--- config.mk ---
export PLATFORM = sky130hd
export DESIGN_NAME = vrts_shade
export DESIGN_NICKNAME = d
export VERILOG_FILES = /design/src/hw/rtl/vrts_pkg.sv /design/src/hw/rtl/vrts_shade.sv
export SDC_FILE = /design/constraint.sdc
export NUM_CORES = 1
export LEC_CHECK = 0
export BUFFER_PORTS_ARGS = -buffer_cell sky130_fd_sc_hd__buf_2
export CAP_MARGIN = 10
export CORE_AREA = 4 4 110 112
export DETAILED_ROUTE_END_ITERATION = 8
export DIE_AREA = 0 0 114 116
export PLACE_DENSITY_LB_ADDON = 0.3
export REMOVE_ABC_BUFFERS = 1
export SYNTH_ARGS = -nofsm -noshare
export SYNTH_HDL_FRONTEND = slang
export SYNTH_SLANG_ARGS = --single-unit
--- constraint.sdc ---
create_clock -name clock -period 4.3 [get_ports clock]
set_input_delay 0.645 -clock clock [delete_from_list [all_inputs] [get_ports clock]]
set_output_delay 0.645 -clock clock [all_outputs]
set_load 0.05 [all_outputs]
--- src/hw/rtl/vrts_pkg.sv ---
// types and helpers shared by the sponge voxel traversal pipeline
// no dependencies
package vrts_pkg;

   localparam int unsigned CoordW = 16;
   localparam int unsigned DistW  = 32;
   localparam int unsigned ClrW   = 6;
   localparam int unsigned StepW  = 8;
   localparam int unsigned ReqW   = 248;
   localparam int unsigned RspW   = 32;

   localparam logic [31:0]      SpongeMask = 32'hF99F9009;
   localparam logic [StepW-1:0] MissDist   = 8'd255;
   localparam logic [ClrW-1:0]  MissClr    = 6'd63;

   typedef struct packed {
      logic [CoordW-1:0]       vx;
      logic [CoordW-1:0]       vy;
      logic [CoordW-1:0]       vz;
      logic signed [DistW-1:0] tx;
      logic signed [DistW-1:0] ty;
      logic signed [DistW-1:0] tz;
      logic [DistW-1:0]        dx;
      logic [DistW-1:0]        dy;
      logic [DistW-1:0]        dz;
      logic                    neg_x;
      logic                    neg_y;
      logic                    neg_z;
      logic                    hit;
      logic [ClrW-1:0]         clr;
      logic [StepW-1:0]        depth;
   } ray_type;

   function automatic logic cell_solid(input logic [5:0] t);
      logic [4:0] sh;
      sh = t[5] ? t[4:0] : ~t[4:0];
      return SpongeMask[sh];
   endfunction

   function automatic logic voxel_solid(input logic [CoordW-1:0] x,
                                        input logic [CoordW-1:0] y,
                                        input logic [CoordW-1:0] z);
      logic s0;
      logic s1;
      logic s2;
      s0 = cell_solid({z[1:0], y[1:0], x[1:0]});
      s1 = cell_solid({z[3:2], y[3:2], x[3:2]});
      s2 = cell_solid({z[5:4], y[5:4], x[5:4]});
      return s0 & s1 & s2;
   endfunction

endpackage

--- src/hw/rtl/vrts_shade.sv ---
// fog shading: light times color product, then shift and fog add into the output register
// depends on vrts_pkg
module vrts_shade (
   input  logic             clock,
   input  logic             reset,
   input  logic             en,
   input  logic             in_valid,
   input  vrts_pkg::ray_type in_ray,
   output logic             out_valid,
   output logic [7:0]       red,
   output logic [7:0]       green,
   output logic [7:0]       blue,
   output logic             hit
);
   import vrts_pkg::*;

   logic             mul_valid_ff;
   logic [15:0]      shade_ff;
   logic [StepW-1:0] dist_ff;
   logic             hit_ff;
   logic [15:0]      shade_in;
   logic [StepW-1:0] light;

   logic             out_valid_ff;
   logic [7:0]       red_ff;
   logic [7:0]       blue_ff;
   logic             out_hit_ff;

   assign light    = MissDist - in_ray.depth;
   assign shade_in = 16'(light * in_ray.clr);

   always_ff @(posedge clock) begin
      if (reset) begin
         mul_valid_ff <= 1'b0;
         out_valid_ff <= 1'b0;
      end else if (en) begin
         mul_valid_ff <= in_valid;
         out_valid_ff <= mul_valid_ff;
      end
   end

   always_ff @(posedge clock) begin
      if (en) begin
         shade_ff   <= shade_in;
         dist_ff    <= in_ray.depth;
         hit_ff     <= in_ray.hit;
         red_ff     <= shade_ff[14:7] + dist_ff;
         blue_ff    <= shade_ff[15:8] + dist_ff;
         out_hit_ff <= hit_ff;
      end
   end

   assign out_valid = out_valid_ff;
   assign red       = red_ff;
   assign green     = red_ff;
   assign blue      = blue_ff;
   assign hit       = out_hit_ff;

endmodule

# Word-level counts from Yosys, hierarchy flattened
# Cells that the tools add are included.
# word_totals
register_bits,42
latch_bits,0
ramBits,0
romBits,0
inputBits,262
out_inout_bits,26
wordCells,12
n_memories,0
# classes
addsub,3
mul,1
div_mod_pow,0
order_cmp,0
eq_ne,0
n_shift,0
n_mux,0
n_bitwise,0
reduce_logical,0
# ops
op,count
$mul 8x6->14,1
$add 6x8->8,1
$add 7x8->8,1
$sub 8x8->8 const A,1

# Logic depth before layout (Yosys ltp)
# Gate-level depths: netlist of the first run.
# depth
depth_word,2
ltp_mapped,13

# Least setup slack after synthesis of the first run
# OpenSTA, ideal clock, no wires.
# synth_timing
kind,input to register
start,in in_ray[13] in the netlist's numbering
end,reg shade_ff[13] (data pin)
setup_ns,0.261
arrival_ns,3.726
required_time_ns,4.039
path_slack_ns,0.313
stages,12
cell_sequence,nor2b_1 fa_1 fa_1 inv_1 fa_1 inv_1 ha_1 a211oi_1 o31a_1 o211a_1 nor3_1 a311o_1
# synth_via
elab_chain_cells,1
# synth_rtl
item,line,source
start: declaration,vrts_shade.sv:8,"input vrts_pkg::ray_type in_ray,"
$mul 8x6->14,vrts_shade.sv:30,assign shade_in = 16'(light * in_ray.clr);
named net shade_in[13],vrts_shade.sv:21,logic [15:0] shade_in;
end signal: assignment,vrts_shade.sv:44,shade_ff <= shade_in;
end: declaration,vrts_shade.sv:18,logic [15:0] shade_ff;
# The timed path passes the listed nets, and every way through them passes these cells.
# A chain may end at the register's enable or synchronous reset.

# Final worst setup path of the first run
# layout_timing
start,in in_ray[12] in the netlist's numbering
end,reg shade_ff[13] (data pin)
# The elaborated chain is that of the path after synthesis.

==> impl_metrics.csv, run 1 <==
group,metric,value,unit
logic_synthesis,synth_ff_type,"edfxtp_1",
sta,relSlewSlack,0.477,
drt,ant_nets,0,
sta,finalSetupTns,0,ns
min_path,hp-class,"flip-flop to flip-flop",
drt,drt-total-wl,6180,um
drt,firstDrtPassIters,4,
floorplanning,fp.dieH,116,um
drt,drt_iter0_drc,80,
sta,finalHoldViolCount,0,
logic_synthesis,synth_area,0.00307,mm2
sta,max_freq,253,MHz
sta,slew_viol_final,0,
floorplanning,core-area,0.0112,mm2
logic_synthesis,ys_types,34,
sta,worstMarginPinSlew,0.785,ns
sta,setup_violations,0,
place,gp_congestion,0.758,
drt,wl_per_cell,12.6,um
floorplanning,die_area,0.0132,mm2
global_routing,grt_pass1_wl,10400,um
cells_and_area,layout.cells.non_filler,490,
clock_tree,cts_tree,"done",
flow_run,cap_violations,0,
sta,rsz0062_at_grt,"false",
sta,timing.final.crit_period,3.95,ns
clock_tree,cts_hold_buffers,0,
drt,vias_per_cell,4.45,
logic_synthesis,ys_ff_latch,35,
logic_synthesis,synth.most_common_cell,"inv_1",
setup_path,crit_path_end_kind,"flip-flop",
cells_and_area,area_growth,19.2,%
logic_synthesis,syn_area_per_cell,10.7,um2
logic_synthesis,synthCells,288,
drt,vias,2182,
floorplanning,die_w,114,um
logic_synthesis,yosysWarnings,0,
setup_path,criticalPathCategory,"input pin to flip-flop",
setup_path,required,4.32,ns
clock_tree,clk_pin_slew_worst_paths,0.05,ns
logic_synthesis,yosysTopAreaCell,"edfxtp_1",
place,dp.cells,482,
logic_synthesis,synth_top_cell_area_share,0.323,
global_routing,track_usage,0.0990,
pwr,p_leak,0.00168,uW
floorplanning,start_util,0.273,
global_routing,overflow,0,
setup_path,critPathLaunchType,"input pin",
floorplanning,io_pins,288,
global_routing,grt_pass1_vias,2169,
logic_synthesis,synth-seq-area-share,0.336,
place,dpl.hpwl,5220,um
clock_tree,cts_setup_buffers,0,
clock_tree,clock_tree.root_cell,"clkbuf_16",
floorplanning,rows,39,
clock_tree,cts_made_buffers,5,
setup_path,path_max_fanout,6,
drt,drc,0,
pwr,ir_drop,387,uV
sta,finalCritPeriodShare,0.918,
sta,clock_skew,0.00855,ns
pwr,powerDensity,553,mW/mm2
logic_synthesis,ys_top_cells_by_area,"edfxtp_1 32%, fa_1 17%, ha_1 13%, nor2b_1 7.5%, inv_1 6.1%",
place,portBuffers,44,
clock_tree,clk-insertion-delay-late,0.27,ns
cells_and_area,drive_gt1_frac,0.187,
cells_and_area,finalNetCount,666,
setup_path,cp.arrival,3.97,ns
logic_synthesis,synthTopCellsByCount,"50 x inv_1, 37 x nor2b_1, 33 x edfxtp_1",
clock_tree,clockBufferDepth,2,
clock_tree,cts_resized,0,
pwr,power.total,2020,uW
global_routing,grt_max_degree,36,
run_status,status,"finished clean",
logic_synthesis,synth_edf_count,33,
clock_tree,clock_sinks,35,
logic_synthesis,ys_async_sr_fraction,0,
cells_and_area,antenna_cells,0,
clock_tree,h-tree-depth,2,
global_routing,antenna_found_initial,0,
==> layout by cell type (no fill, tap or decap), types with 3 or more instances in the layout <==
cell type   n
o21ai_0     8
o211ai_1    4
nor3_1      4
xor2_1      4
clkbuf_16   5
nand2_1     7
inv_1      50
edfxtp_1   33
fa_1       26
a21oi_1     6
nor2_1     14
ha_1       32
nor2b_1    37
xnor2_1     9
buf_4      15
buf_2      44
mux2i_1     3
nand2b_1   14
nand3_1     3
==> cell families after synthesis <==
kind of cell / after synthesis / share of synthesized area
xor+xnor: 13 / 0.0371
flops: 35 / 0.336
simple gates: 85 / 0.155
compound gates: 36 / 0.0812
mux: 3 / 0.00979
fa+ha+maj: 58 / 0.300
buf+inv: 58 / 0.0808
==> power breakdown <==
| part | leakage, uW | internal (uW) | switching [uW] |
|---|---|---|---|
| combinational | 0.00127 | 385 | 733 |
| sequential | 0.000338 | 527 | 48.0 |
| clock | 0.0000659 | 210 | 117 |
==> per-layer routing <==
metal  up-vias  share of wire  global-route usage
met3         4          0.094              0.0339
met5         -              0                   0
met4         0         0.0089              0.0309
met1      1054           0.45               0.131
met2        53           0.45               0.153
li1       1071              -                   -
==> registers in the layout (all words and copies together), names as in the netlist <==
register	count
blue	8
dist_ff	8
green	8
shade_ff	7
hit	1
hit_ff	1
mul_valid_ff	1
out_valid	1
==> through the flow <==
stage / util / setup WS [ns] / hold slack [ns] / cell area (um2)
global placement: 0.314 / 0.0779 / 0.417 / 3520
detailed placement: 0.314 / 0.0485 / 0.413 / 3520
floorplan: - / 0.313 / 0.400 / 3010
global route: 0.326 / 0.134 / 0.444 / 3660
finish: 0.326 / 0.353 / 0.437 / 3660
CTS: 0.326 / 0.328 / 0.438 / 3660
==> final timing paths <==
kind,from,end,slack (ns),cells after the start
hold reg to reg,hit_ff$_DFFE_PP_,hit$_DFFE_PP_,0.44,0
setup reg to reg,shade_ff[8]$_DFFE_PP_,blue[6]$_DFFE_PP_,2.22,8
setup / recovery,in_ray[12],shade_ff[13]$_DFFE_PP_,0.35,13
hold / removal,hit_ff$_DFFE_PP_,hit$_DFFE_PP_,0.44,0
==> worst max-delay path, stage by stage <==
cell and delay, ns:
buf_2 0.15, nor2b_1 0.21, fa_1 0.46, fa_1 0.54, inv_1 0.05, fa_1 0.52, inv_1 0.04, ha_1 0.29
a211oi_1 0.24, o31a_1 0.21, o211a_1 0.21, nor3_1 0.06, a311o_1 0.32
==> layout make-up <==
cell class              instances  area (um2)
well taps                     143         179
inverters                      50         188
clock inverters                 2        7.51
repair buffers                 59         333
flip-flops and latches         35        1030
fillers                      1155        7570
multi-input cells             195        1790
clock buffers                   6         129
Power figures use the tool's default switching activity.
==> inputs of run 2 (changes only) <==
Settings changed: CELL_PAD_IN_SITES_DETAIL_PLACEMENT from default to 1, CELL_PAD_IN_SITES_GLOBAL_PLACEMENT from default to 1, CORE_AREA 4 4 110 112 to default, CORE_MARGIN from default to 4, CORE_UTILIZATION from default to 27, DIE_AREA 0 0 114 116 to default, PLACE_DENSITY_LB_ADDON 0.3 to 0.1.
Clock period 4.3 ns to 4.67 ns, I/O delays scaled along.
==> impl_metrics.csv, run 2 (synthesis gave the netlist of run 1 again) <==
group,metric,value,unit
setup_path,path_max_fanout,8,
cells_and_area,area_growth,15.4,%
clock_tree,clock_tree.root_cell,"clkbuf_16",
place,dpl_worst_slack,0.166,ns
sta,worstMarginPinSlew,0.765,ns
global_routing,grt_pass1_vias,2190,
sta,finalSetupTns,0,ns
floorplanning,core-area,0.0110,mm2
setup_path,setup.worst_path.start,"in_ray[13]",
clock_tree,clk-insertion-delay-late,0.27,ns
drt,firstDrtPassIters,4,
clock_tree,h-tree-depth,2,
floorplanning,die_area,0.0131,mm2
cells_and_area,antenna_cells,0,
cells_and_area,fillers,1266,
flow_run,cap_violations,0,
clock_tree,clock_sinks,35,
global_routing,antenna_found_initial,0,
run_status,status,"finished clean",
clock_tree,clockBufferDepth,2,
clock_tree,cts_tree,"done",
sta,relSlewSlack,0.490,
sta,finalCritPeriodShare,0.892,
setup_path,r2r_start,"shade_ff[8]$_DFFE_PP_",
setup_path,r2r_cells,8,
drt,drt-total-wl,6550,um
cells_and_area,drive_gt1_frac,0.151,
cells_and_area,finalNetCount,651,
floorplanning,start_util,0.279,
global_routing,track_usage,0.108,
pwr,ir_drop,378,uV
sta,finalHoldViolCount,0,
cells_and_area,final_cell_mix,"50 x inv_1, 44 x buf_2, 37 x nor2b_1",
sta,holdWs,0.425,ns
drt,vias_per_cell,4.32,
min_path,hold_path_depth,0,
drt,drc,0,
setup_path,required,4.69,ns
floorplanning,rows,38,
clock_tree,cts_setup_buffers,0,
place,dp.cells,464,
floorplanning,io_pins,288,
floorplanning,die_w,115,um
setup_path,r2r_slack,2.56,ns
setup_path,crit_path_end_kind,"flip-flop",
clock_tree,clk_pin_slew_worst_paths,0.05,ns
floorplanning,fp.dieH,115,um
clock_tree,cts_resized,0,
place,dpl.hpwl,5460,um
setup_path,criticalPathCategory,"input pin to flip-flop",
global_routing,grt_max_degree,36,
sta,max_freq,240,MHz
min_path,hp-class,"flip-flop to flip-flop",
sta,finalWorstSetupSlack,0.504,ns
setup_path,critPathLaunchType,"input pin",
cells_and_area,layout.cells.non_filler,472,
sta,clock_skew,0.00806,ns
setup_path,cp.arrival,4.19,ns
sta,rsz0062_at_grt,"false",
place,gp_congestion,0.734,
setup_path,r2r-end,"blue[6]$_DFFE_PP_",
clock_tree,cts_made_buffers,5,
drt,drt_iter0_drc,40,
pwr,p_leak,0.00161,uW
cells_and_area,final_common_cell,"inv_1",
sta,timing.final.crit_period,4.17,ns
pwr,powerDensity,519,mW/mm2
clock_tree,cts_hold_buffers,0,
global_routing,overflow,0,
place,portBuffers,44,
sta,setup_violations,0,
sta,slew_viol_final,0,
drt,ant_nets,0,
pwr,power.total,1840,uW
global_routing,grt_pass1_wl,11000,um
setup_path,crit_path_end,"shade_ff[13]$_DFFE_PP_",
drt,vias,2041,
drt,wl_per_cell,13.9,um
-- run 2: layout make-up --
class / instances / area (um2) / share of cell area
Tap cell: 140 / 175 / 0.0495
Inverter: 50 / 188 / 0.0530
Clock buffer: 8 / 136 / 0.0385
Multi-Input combinational cell: 195 / 1790 / 0.505
Timing Repair Buffer: 44 / 220 / 0.0622
Sequential cell: 35 / 1030 / 0.291
-- run 2: worst max-delay path, cell delays in order --
cell and delay, ns:
buf_2 0.18, nor2b_1 0.21, fa_1 0.45, fa_1 0.55, inv_1 0.06, fa_1 0.53
inv_1 0.04, ha_1 0.32, a211oi_1 0.24, o31a_1 0.25, o211a_1 0.27, nor3_1 0.07
a311o_1 0.31
-- run 2: through the flow --
step	utilization	instance area [um2]
after floorplan	-	3010
after global placement	0.310	3400
after detailed placement	0.310	3400
after CTS	0.322	3540
after global routing	0.322	3540
final	0.322	3540
-- run 2: worst min path at each step --
stage                                start             to  slack [ns]
after global routing      hit_ff$_DFFE_PP_  hit$_DFFE_PP_        0.45
after CTS                 hit_ff$_DFFE_PP_  hit$_DFFE_PP_        0.43
final                     hit_ff$_DFFE_PP_  hit$_DFFE_PP_        0.42
after global placement    hit_ff$_DFFE_PP_  hit$_DFFE_PP_        0.41
after detailed placement  hit_ff$_DFFE_PP_  hit$_DFFE_PP_        0.42
after floorplan           hit_ff$_DFFE_PP_  hit$_DFFE_PP_        0.40
-- run 2: report_power, final --
part	internal, uW	switching, uW
sequential	485	40.1
combinational	330	679
clock	198	106
total	1010	825
-- run 2: per-layer routing --
metal	up-vias	track usage	routed length, um
met1	960	0.142	2970
met5	-	0	0
met2	39	0.183	3280
met3	7	0.0127	209
met4	0	0.0356	96
li1	1035	-	-
