--- config.mk ---
export PLATFORM = sky130hd
export DESIGN_NAME = vrts_step
export DESIGN_NICKNAME = d
export VERILOG_FILES = /design/src/hw/rtl/vrts_pkg.sv /design/src/hw/rtl/vrts_step.sv
export SDC_FILE = /design/constraint.sdc
export NUM_CORES = 1
export LEC_CHECK = 0
export BUFFER_PORTS_ARGS = -buffer_cell sky130_fd_sc_hd__buf_4
export CORE_MARGIN = 4
export CORE_UTILIZATION = 25
export CTS_CLUSTER_DIAMETER = 80
export DETAILED_ROUTE_END_ITERATION = 12
export GPL_TIMING_DRIVEN = 0
export SYNTH_ARGS = -nofsm -noshare
export SYNTH_HDL_FRONTEND = slang
export SYNTH_SLANG_ARGS = --single-unit
--- constraint.sdc ---
create_clock -name clock -period 10.5 [get_ports clock]
set_input_delay 2.1 -clock clock [delete_from_list [all_inputs] [get_ports clock]]
set_output_delay 2.1 -clock clock [all_outputs]
set_load 0.05 [all_outputs]
--- src/hw/rtl/vrts_pkg.sv ---
// types and helpers shared by the sponge voxel traversal pipeline
// no dependencies
package vrts_pkg;

   localparam int unsigned CoordW = 16;
   localparam int unsigned DistW  = 32;
   localparam int unsigned ClrW   = 6;
   localparam int unsigned StepW  = 8;
   localparam int unsigned ReqW   = 248;
   localparam int unsigned RspW   = 32;

   localparam logic [31:0]      SpongeMask = 32'hF99F9009;
   localparam logic [StepW-1:0] MissDist   = 8'd255;
   localparam logic [ClrW-1:0]  MissClr    = 6'd63;

   typedef struct packed {
      logic [CoordW-1:0]       vx;
      logic [CoordW-1:0]       vy;
      logic [CoordW-1:0]       vz;
      logic signed [DistW-1:0] tx;
      logic signed [DistW-1:0] ty;
      logic signed [DistW-1:0] tz;
      logic [DistW-1:0]        dx;
      logic [DistW-1:0]        dy;
      logic [DistW-1:0]        dz;
      logic                    neg_x;
      logic                    neg_y;
      logic                    neg_z;
      logic                    hit;
      logic [ClrW-1:0]         clr;
      logic [StepW-1:0]        depth;
   } ray_type;

   function automatic logic cell_solid(input logic [5:0] t);
      logic [4:0] sh;
      sh = t[5] ? t[4:0] : ~t[4:0];
      return SpongeMask[sh];
   endfunction

   function automatic logic voxel_solid(input logic [CoordW-1:0] x,
                                        input logic [CoordW-1:0] y,
                                        input logic [CoordW-1:0] z);
      logic s0;
      logic s1;
      logic s2;
      s0 = cell_solid({z[1:0], y[1:0], x[1:0]});
      s1 = cell_solid({z[3:2], y[3:2], x[3:2]});
      s2 = cell_solid({z[5:4], y[5:4], x[5:4]});
      return s0 & s1 & s2;
   endfunction

endpackage

--- src/hw/rtl/vrts_step.sv ---
// one traversal step: sponge test, first-hit capture, advance along smallest axis
// depends on vrts_pkg
module vrts_step #(
   parameter int unsigned STEP_IDX = 0
) (
   input  logic             clock,
   input  logic             reset,
   input  logic             en,
   input  logic             in_valid,
   input  vrts_pkg::ray_type in_ray,
   output logic             out_valid,
   output vrts_pkg::ray_type out_ray
);
   import vrts_pkg::*;

   logic    valid_ff;
   ray_type ray_ff;
   ray_type ray_in;
   logic    solid;
   logic    take_x;
   logic    take_y;

   always_comb begin
      ray_in = in_ray;
      solid  = voxel_solid(in_ray.vx, in_ray.vy, in_ray.vz);
      if (!in_ray.hit && solid) begin
         ray_in.hit   = 1'b1;
         ray_in.clr   = in_ray.vx[ClrW-1:0] ^ in_ray.vy[ClrW-1:0] ^ in_ray.vz[ClrW-1:0];
         ray_in.depth = StepW'(STEP_IDX);
      end
      take_x = (in_ray.tx <= in_ray.ty) && (in_ray.tx <= in_ray.tz);
      take_y = (in_ray.ty < in_ray.tx) && (in_ray.ty < in_ray.tz);
      if (take_x) begin
         ray_in.vx = in_ray.neg_x ? in_ray.vx - 16'd1 : in_ray.vx + 16'd1;
         ray_in.tx = in_ray.tx + $signed(in_ray.dx);
      end else if (take_y) begin
         ray_in.vy = in_ray.neg_y ? in_ray.vy - 16'd1 : in_ray.vy + 16'd1;
         ray_in.ty = in_ray.ty + $signed(in_ray.dy);
      end else begin
         ray_in.vz = in_ray.neg_z ? in_ray.vz - 16'd1 : in_ray.vz + 16'd1;
         ray_in.tz = in_ray.tz + $signed(in_ray.dz);
      end
   end

   always_ff @(posedge clock) begin
      if (reset) begin
         valid_ff <= 1'b0;
      end else if (en) begin
         valid_ff <= in_valid;
      end
   end

   always_ff @(posedge clock) begin
      if (en) begin
         ray_ff <= ray_in;
      end
   end

   assign out_valid = valid_ff;
   assign out_ray   = ray_ff;

endmodule

# Word level (Yosys, flattened, before mapping)
# Memories as Yosys holds them, arrays and structs flattened.
# Cells that the tools add are included.
[totals]
latch_bits = 0
out_inout_bits = 259
n_memories = 3
reg_bits = 259
rom_bits = 96
ram_bits = 0
[op_classes]
n_div = 0
addsub = 9
order_cmp = 7
n_shift = 0
bitwise_logic = 7
n_mul = 0
n_eq_ne = 0
muxes = 18
reduce_logical = 4
[mem_list]
columns = ["memory", "words", "width", "read_ports", "rd_clocked_by_memory_dff", "wr", "line_no", "rtl"]
rows = [
  ["(name not given)", 32, 1, 1, 0, 0, "vrts_pkg.sv:37", "return SpongeMask[sh];"],
  ["(name not given)", 32, 1, 1, 0, 0, "vrts_pkg.sv:37", ""],
  ["(name not given)", 32, 1, 1, 0, 0, "vrts_pkg.sv:37", ""],
]
[op_table]
columns = ["operator", "count"]
rows = [
  ["32-bit two-way mux", 4],
  ["32-bit adder", 3],
  ["16-bit two-way mux", 6],
  ["32-bit less-or-equal comparator", 2],
  ["32-bit < comparator", 2],
  ["64-bit two-way mux", 1],
  ["16-bit by 1-bit adder with 16-bit output (second input constant)", 3],
  ["16-bit by 1-bit subtractor with 16-bit output (second input constant)", 3],
  ["5-bit by 6-bit < comparator with 1-bit output (second input constant)", 3],
  ["5-bit two-way mux", 3],
  ["5-bit NOT", 3],
  ["14-bit two-way mux", 1],
  ["6-bit bitwise XOR", 2],
  ["1-bit logical AND", 3],
  ["1-bit two-way mux", 3],
  ["1-bit bitwise AND", 2],
  ["1-bit logical NOT", 1],
]

# Logic depth before layout (Yosys ltp)
# Gate-level depths: netlist of run 1.
[depth]
word_depth = 8
depth_mapped = 14
mapped_depth_nobuf = 13

# Worst setup path before layout of run 1
# OpenSTA, ideal clock, no wires.
[synth_timing]
path_kind = "input -> register"
from = "input port in_ray[18] (netlist bit)"
to = "register ray_ff, in the netlist out_ray[144] (data pin)"
slack_ns = 5.452
arrival_time_ns = 4.786
path_stages = 12
setup_time_ns = 0.262
cell_sequence = "ha_1 -> fa_1 -> a211oi_1 -> nor2_1 -> o31ai_1 -> a2bb2oi_1 -> a31oi_1 -> o41ai_2 -> o221ai_1 -> a311oi_1 -> xor2_1 -> o21ai_0"
[synth_lines]
columns = ["element", "line_no", "rtl"]
rows = [
  ["from (decl)", "vrts_step.sv:10", "input vrts_pkg::ray_type in_ray,"],
  ["to (signal assigned)", "vrts_step.sv:55", "ray_ff <= ray_in;"],
  ["to (decl)", "vrts_step.sv:17", "ray_type ray_ff;"],
]

==> results of run 1 <==
==> layout make-up <==
| type | count | area, um2 |
|---|---|---|
| inverters | 116 | 435 |
| diodes | 6 | 15.0 |
| fillers | 7379 | 47300 |
| repair buffers | 520 | 3950 |
| multi-input cells | 1361 | 9900 |
| flip-flops and latches | 259 | 7770 |
| plain buffers | 32 | 159 |
| well taps | 950 | 1190 |
| clock inverters | 21 | 203 |
| clock buffers | 45 | 1040 |
==> per-layer routing <==
metal | up-vias | global-route usage, % | wire [um]
li1 | 7729 | - | -
met1 | 7400 | 21.3 | 28900
met2 | 565 | 29.5 | 32900
met3 | 81 | 6.20 | 6850
met4 | 16 | 4.69 | 1730
met5 | - | 0 | 115
==> synthesized netlist by cell type (14+ instances only) <==
cell / number / area [um2]
a211oi_1: 16 / 120
o21ai_0: 170 / 851
nor2b_1: 29 / 181
nor2_1: 80 / 300
nand2b_1: 20 / 125
ha_1: 230 / 2880
xor2_1: 57 / 499
mux2_2: 28 / 315
edfxtp_1: 258 / 7750
nand4_1: 15 / 93.8
nand3_1: 30 / 150
nand2_1: 168 / 631
inv_1: 116 / 435
or3_1: 17 / 106
nor3_1: 25 / 125
a21oi_1: 130 / 651
and3_1: 16 / 100
a31oi_1: 22 / 138
a21o_1: 58 / 435
o21bai_1: 14 / 105
xnor2_1: 88 / 771
clkbuf_1: 16 / 60.1
==> logic make-up (layout without fill, tap and decap cells) <==
kind of cell | count (synthesis) | after routing | share of synthesized area, %
AO/OA/AOI/OAI | 505 | 505 | 17.0
XOR/XNOR | 145 | 145 | 6.95
adder cells (fa/ha/maj) | 236 | 236 | 16.4
buffers and inverters | 148 | 734 | 3.25
flip-flops | 259 | 259 | 42.5
multiplexers | 42 | 42 | 2.58
other | 0 | 6 | 0
AND/OR/NAND/NOR | 433 | 433 | 11.3
==> worst min-delay path, cell delays in order, from the launching register on <==
cell and delay, ns:
dfxtp_1 0.33, mux2i_1 0.07, nor2_1 0.07
==> report_power, final <==
group	internal (mW)	switching, mW
clock network	0.784	0.506
logic	0.513	1.01
registers	1.30	0.0360
total	2.60	1.55
==> state kept, by name, summed over array words and instances (netlist names) <==
signal     flops
out_ray      258
out_valid      1
==> worst paths after layout <==
| kind | start | slack, ns | depth (start not counted) | endpoint |
|---|---|---|---|---|
| worst max register to register | out_valid | 9.92 | 2 | out_valid |
| worst min register to register | out_valid | 0.50 | 2 | out_valid |
| worst min-delay path | out_valid | 0.50 | 2 | out_valid |
| worst max-delay path | in_ray[145] | 4.55 | 13 | out_ray[223] |
==> cell usage in the layout (no fill, tap or decap), types with 7 or more instances in the layout <==
cell       instances
or3_1             17
ha_1             230
o211ai_1          12
mux2i_1           11
o21a_1             9
and2_1             7
nor2_1            80
a211oi_1          16
a21o_1            58
o21bai_1          14
clkbuf_1          20
a31oi_1           22
xnor2_1           88
nand3_1           30
a211o_1            7
and3_1            16
buf_2             13
nor2b_1           29
clkbuf_16         41
edfxtp_1         258
nand4_1           15
inv_1            116
o31ai_1           12
o21ai_0          170
a21oi_1          130
nor3_1            25
mux2_2            28
nand2b_1          20
nand2_1          168
buf_4            517
xor2_1            57
==> per-stage QoR <==
stage               instance area (um2)  hold slack [ns]  util [%]  total power [mW]  std cells
floorplan                         18300            0.733         -              2.34       1768
finish                            24700            0.499      34.3              4.15       3310
global placement                  23300            0.478      32.4              2.89       3236
global route                      24700            0.571      34.3              4.37       3306
detailed placement                23400            0.494      32.5              2.90       3238
CTS                               24600            0.510      34.2              4.22       3304
==> results.cfg, run 1 <==
[setup_path]
crit_chain = buf_4, inv_1, ha_1, nand3_1, or3_1, or4_1, a31oi_1, or3_1, o211a_1, buf_2, o21bai_4, clkbuf_1, o21ai_0
critPathMostFrequentCell = or3_1
path_buf_inv = 4
critPathKind = in -> reg
critPathTopFamily = simple AND/OR/NAND/NOR gates
critPathLaunchType = input port
crit_slowest_cell = clkbuf_1
critPathMaxFanout = 10
max_stage_delay_ns = 0.65
critPathArrivalTime_ns = 6.20
endpoint_kind = flop
required_ns = 10.75

[die]
io_pins = 521
num_rows = 98
die_h_um = 278
die_w_um = 278
core_area_mm2 = 0.0720
initial_core_util_pct = 25.4
dieArea_mm2 = 0.0775

[layout]
area_growth_pct = 35.0
drive_above_1_share_pct = 27.2
nNetsFinal = 2826

[timing]
fin_skew_ns = 0
max_freq_mhz = 168
grt_setup_unrepaired = no
fin_setup_tns_ns = 0
setup_viol = 0
tightest_slew_ns = 0.940
period_minus_slack_ns = 5.95
setup_ws_ns = 4.55
maxSlewHeadroom_pct = 36.5
period_share_pct = 56.7
final_max_slew_viol_count = 0
hold_viol_final = 0

[place]
portBuffers = 518
place_hpwl_um = 58400
place_ws_ns = 4.05
place_congestion = 0.863

[global_routing]
grt_remaining_overflow = 0
grtUsageTotal_pct = 17.5
grt_pass1_vias = 15900
grt_start_max_net_pins = 103
grt_pass1_wl_um = 102000
antenna_found_initial = 15

[clock_tree]
clock-sinks = 259
hold_buffers = 0
cts-resized-gates = 0
cts_buffers = 38
htreeDepth = 2
cts_tree = done
worstSkewPairLatency_ns = 0.55
post_cts_buffers = 0
cts_buffer_depth = 3
clkTransAtPathRegs_ns = 0.06
root_buffer = clkbuf_16

[yosys]
synth_edf_count = 258
syn_inst = 1768
synth_fp_nets = 2266
synth_warnings = 0
synth_cell_types = 73
ys_seq_area_share_pct = 42.5
netlist_area_mm2 = 0.0183
syn_area_per_cell_um2 = 10.3
yosys_register_bits = 259
async_flop_share_pct = 0
ys.flop_type = edfxtp_1

[drt]
drc = 0
routedWlPerCell_um = 21.3
drt_iter0_markers = 861
ant_nets = 0
dr_total_vias = 15800
dr.pass1.iters = 7
vias_per_cell = 4.77
drt_wl_total_um = 70400

[run]
max_cap_viol_count = 0

[min_path]
hp-class = reg -> reg

[power]
peakVddDrop_mv = 0.196
p_leak_nw = 11.0
pwr_density_cell_mw_per_mm2 = 168

[outcome]
status = finished, final reports clean
Note: power is estimated with default switching activity, not from simulation.
==> inputs of run 2 (changes only) <==
ABC_AREA = 1   (was unset)
clock period = 5.45 ns   (was 10.5 ns; I/O delays follow)
==> run 2 against run 1 <==
Synthesized cell count is 34% higher. Highest routed layer unchanged. Wire length grew 19%. Utilization decreased by 0.36 points. Clock power increased by 110%. Via count up 17%. Cell area increased by 7.2%.
==> results.cfg, run 2 <==
[outcome]
status = finished, final reports clean

[power]
seqPwrFrac_pct = 30.0
net-switching-power_mw = 3.49
finalPower_mw = 8.71
pwr-share-comb_pct = 38.8
peakVddDrop_mv = 0.232
p_leak_nw = 12.5
p_int_mw = 5.22
pwr_density_cell_mw_per_mm2 = 329
netSwitchingFraction_pct = 40.1
pwr-share-clk_pct = 31.1

[layout]
nNetsFinal = 3430
largest_reg_flops = 258
drive_above_1_share_pct = 21.5
finalInstanceArea_mm2 = 0.0264
area_growth_pct = 33.6
mostFrequentLayoutCells = nand2_1, buf_4, inv_1, edfxtp_1, ha_1
final_common_cell = nand2_1
fillerInstances = 8230
stdcell_count = 4008

[place]
place_congestion = 0.947
place_inst = 3930
postPlaceCellArea_mm2 = 0.0251
place_hpwl_um = 69800
portBuffers = 520

[yosys]
synth_area_leader_cell = edfxtp_1
synth_fp_nets = 2866
synth_warnings = 0
yosys-top-cells-count = nand2_1, inv_1, edfxtp_1
ys.flop_type = edfxtp_1
synth_edf_count = 258
syn_area_per_cell_um2 = 8.36
synth_cell_types = 45
async_flop_share_pct = 0
netlist_area_mm2 = 0.0198
yosys_register_bits = 259
yosysTopAreaCellShare_pct = 39.2
syn_inst = 2368
synth.area.top_cells = edfxtp_1, ha_1, nand2_1, a21oi_1, inv_1
ys_seq_area_share_pct = 39.3
yosysMostFrequentCell = nand2_1

[global_routing]
grt_pass1_wl_um = 117000
grt_remaining_overflow = 0
grtUsageTotal_pct = 19.1
grt_pass1_vias = 17800
antenna_found_initial = 14
grt_start_max_net_pins = 119

[drt]
drc = 0
ant_nets = 0
drt_iter0_markers = 1202
met1_length_um = 33900
wl_met2_um = 39600
dr_total_vias = 18500
dr.pass1.iters = 5
drt_wl_total_um = 83500
routed.top_layer = met5
vias_per_cell = 4.63
routedWlPerCell_um = 20.8
wl_met3_um = 7170

[clock_tree]
worstSkewPairLatency_ns = 0.56
cts_buffers = 40
clock-sinks = 259
hold_buffers = 0
htreeDepth = 2
cts-resized-gates = 0
root_buffer = clkbuf_16
cts_buffer_depth = 3
cts_tree = done
clkTransAtPathRegs_ns = 0.05
post_cts_buffers = 0

[timing]
max_freq_mhz = 270
maxSlewHeadroom_pct = 36.5
tightest_slew_ns = 0.952
fin_setup_tns_ns = 0
fin_skew_ns = 0
period_share_pct = 68.1
setup_viol = 0
final_max_slew_viol_count = 0
period_minus_slack_ns = 3.71
grt_setup_unrepaired = no
hold_viol_final = 0

[setup_path]
timing.rr.end = out_valid
critPathLaunchType = input port
required_ns = 5.77
r2r_start = out_valid
critPathArrivalTime_ns = 4.03
endpoint_kind = flop
critPathMaxFanout = 10
rrSetupSlack_ns = 4.88
critPathKind = in -> reg
reg2reg_depth = 2

[die]
initial_core_util_pct = 25.4
io_pins = 521
num_rows = 102
die_w_um = 289
core_area_mm2 = 0.0780
die_h_um = 289
dieArea_mm2 = 0.0837

[run]
max_cap_viol_count = 0

[min_path]
holdPathEnd = out_valid
holdPathStages = 2
hp-class = reg -> reg
worstHoldStart = out_valid
## run 2: changes by cell type after synthesis, moves of 50 or more
| cell | before | now |
|---|---|---|
| a21oi_1 | 130 | 214 |
| inv_1 | 116 | 284 |
| nand2_1 | 168 | 581 |
| nand3_1 | 30 | 109 |
| nor2_1 | 80 | 147 |
| o21ai_0 | 170 | 120 |
| o21ai_1 | 2 | 78 |
## run 2: critical path, cell delays in order
cell and delay (ns):
buf_4 0.11, inv_1 0.06, ha_1 0.33, nand2_1 0.08, nor2_1 0.13, nand2_1 0.12
nor2_1 0.20, nand2_1 0.14, nand3_1 0.09, nand2_1 0.07, nand3_1 0.43, clkbuf_1 0.77
nand3_1 0.20, nand2_1 0.12, inv_1 0.06
## run 2: final cells by class
cell class,instances,area [um2],area share [%]
clock buffer,43,1030,3.91
antenna,4,10.0,0.0379
clock inverter,31,342,1.29
multi-input combinational,1790,10700,40.6
timing repair buffer,522,3970,15.0
tap,1040,1300,4.92
sequential,259,7770,29.4
inverter,286,1070,4.06
buffer,33,216,0.819
## run 2: worst max-delay path by stage
stage | startpoint | to | slack, ns | cells past startpoint
6_report | in_ray[209] | out_ray[139] | 1.74 | 15
5_1_grt | in_ray[209] | out_ray[143] | 1.48 | 15
4_1_cts | in_ray[209] | out_ray[139] | 1.74 | 15
3_5_place_dp | in_ray[209] | out_ray[139] | 1.15 | 15
3_3_place_gp | in_ray[209] | out_ray[139] | 1.15 | 15
2_1_floorplan | in_ray[82] | out_ray[198] | 2.36 | 13
## run 2: power by group through the flow
stage	clock [mW]	combinational, mW	sequential (mW)
CTS	2.80	3.41	2.62
detailed placement	0	3.40	2.66
floorplan	0	1.23	3.58
finish	2.71	3.38	2.62
global route	2.87	3.65	2.64
global placement	0	3.38	2.66
## run 2: kinds of logic (layout without fill, tap and decap cells)
logic type,Yosys count,count (layout),synth area share [%]
XOR/XNOR,140,140,6.20
AO/OA/AOI/OAI,487,487,13.3
flip-flops,259,259,39.3
other,0,4,0
adder cells (fa/ha/maj),236,236,15.1
multiplexers,1,1,0.0506
buffers and inverters,319,915,6.52
AND/OR/NAND/NOR,926,926,19.6
## run 2: per-stage QoR
step	util (%)	setup slack (ns)	hold WS, ns
floorplan	-	2.36	0.733
global placement	32.1	1.15	0.480
detailed placement	32.1	1.15	0.489
CTS	33.9	1.74	0.502
global route	33.9	1.48	0.544
finish	33.9	1.74	0.491
## run 2: per-layer routing
| metal | up-vias | global-route usage (%) |
|---|---|---|
| met5 | - | 0 |
| met4 | 22 | 6.16 |
| met3 | 128 | 5.28 |
| met2 | 607 | 32.6 |
| met1 | 8520 | 23.2 |
| li1 | 9262 | - |
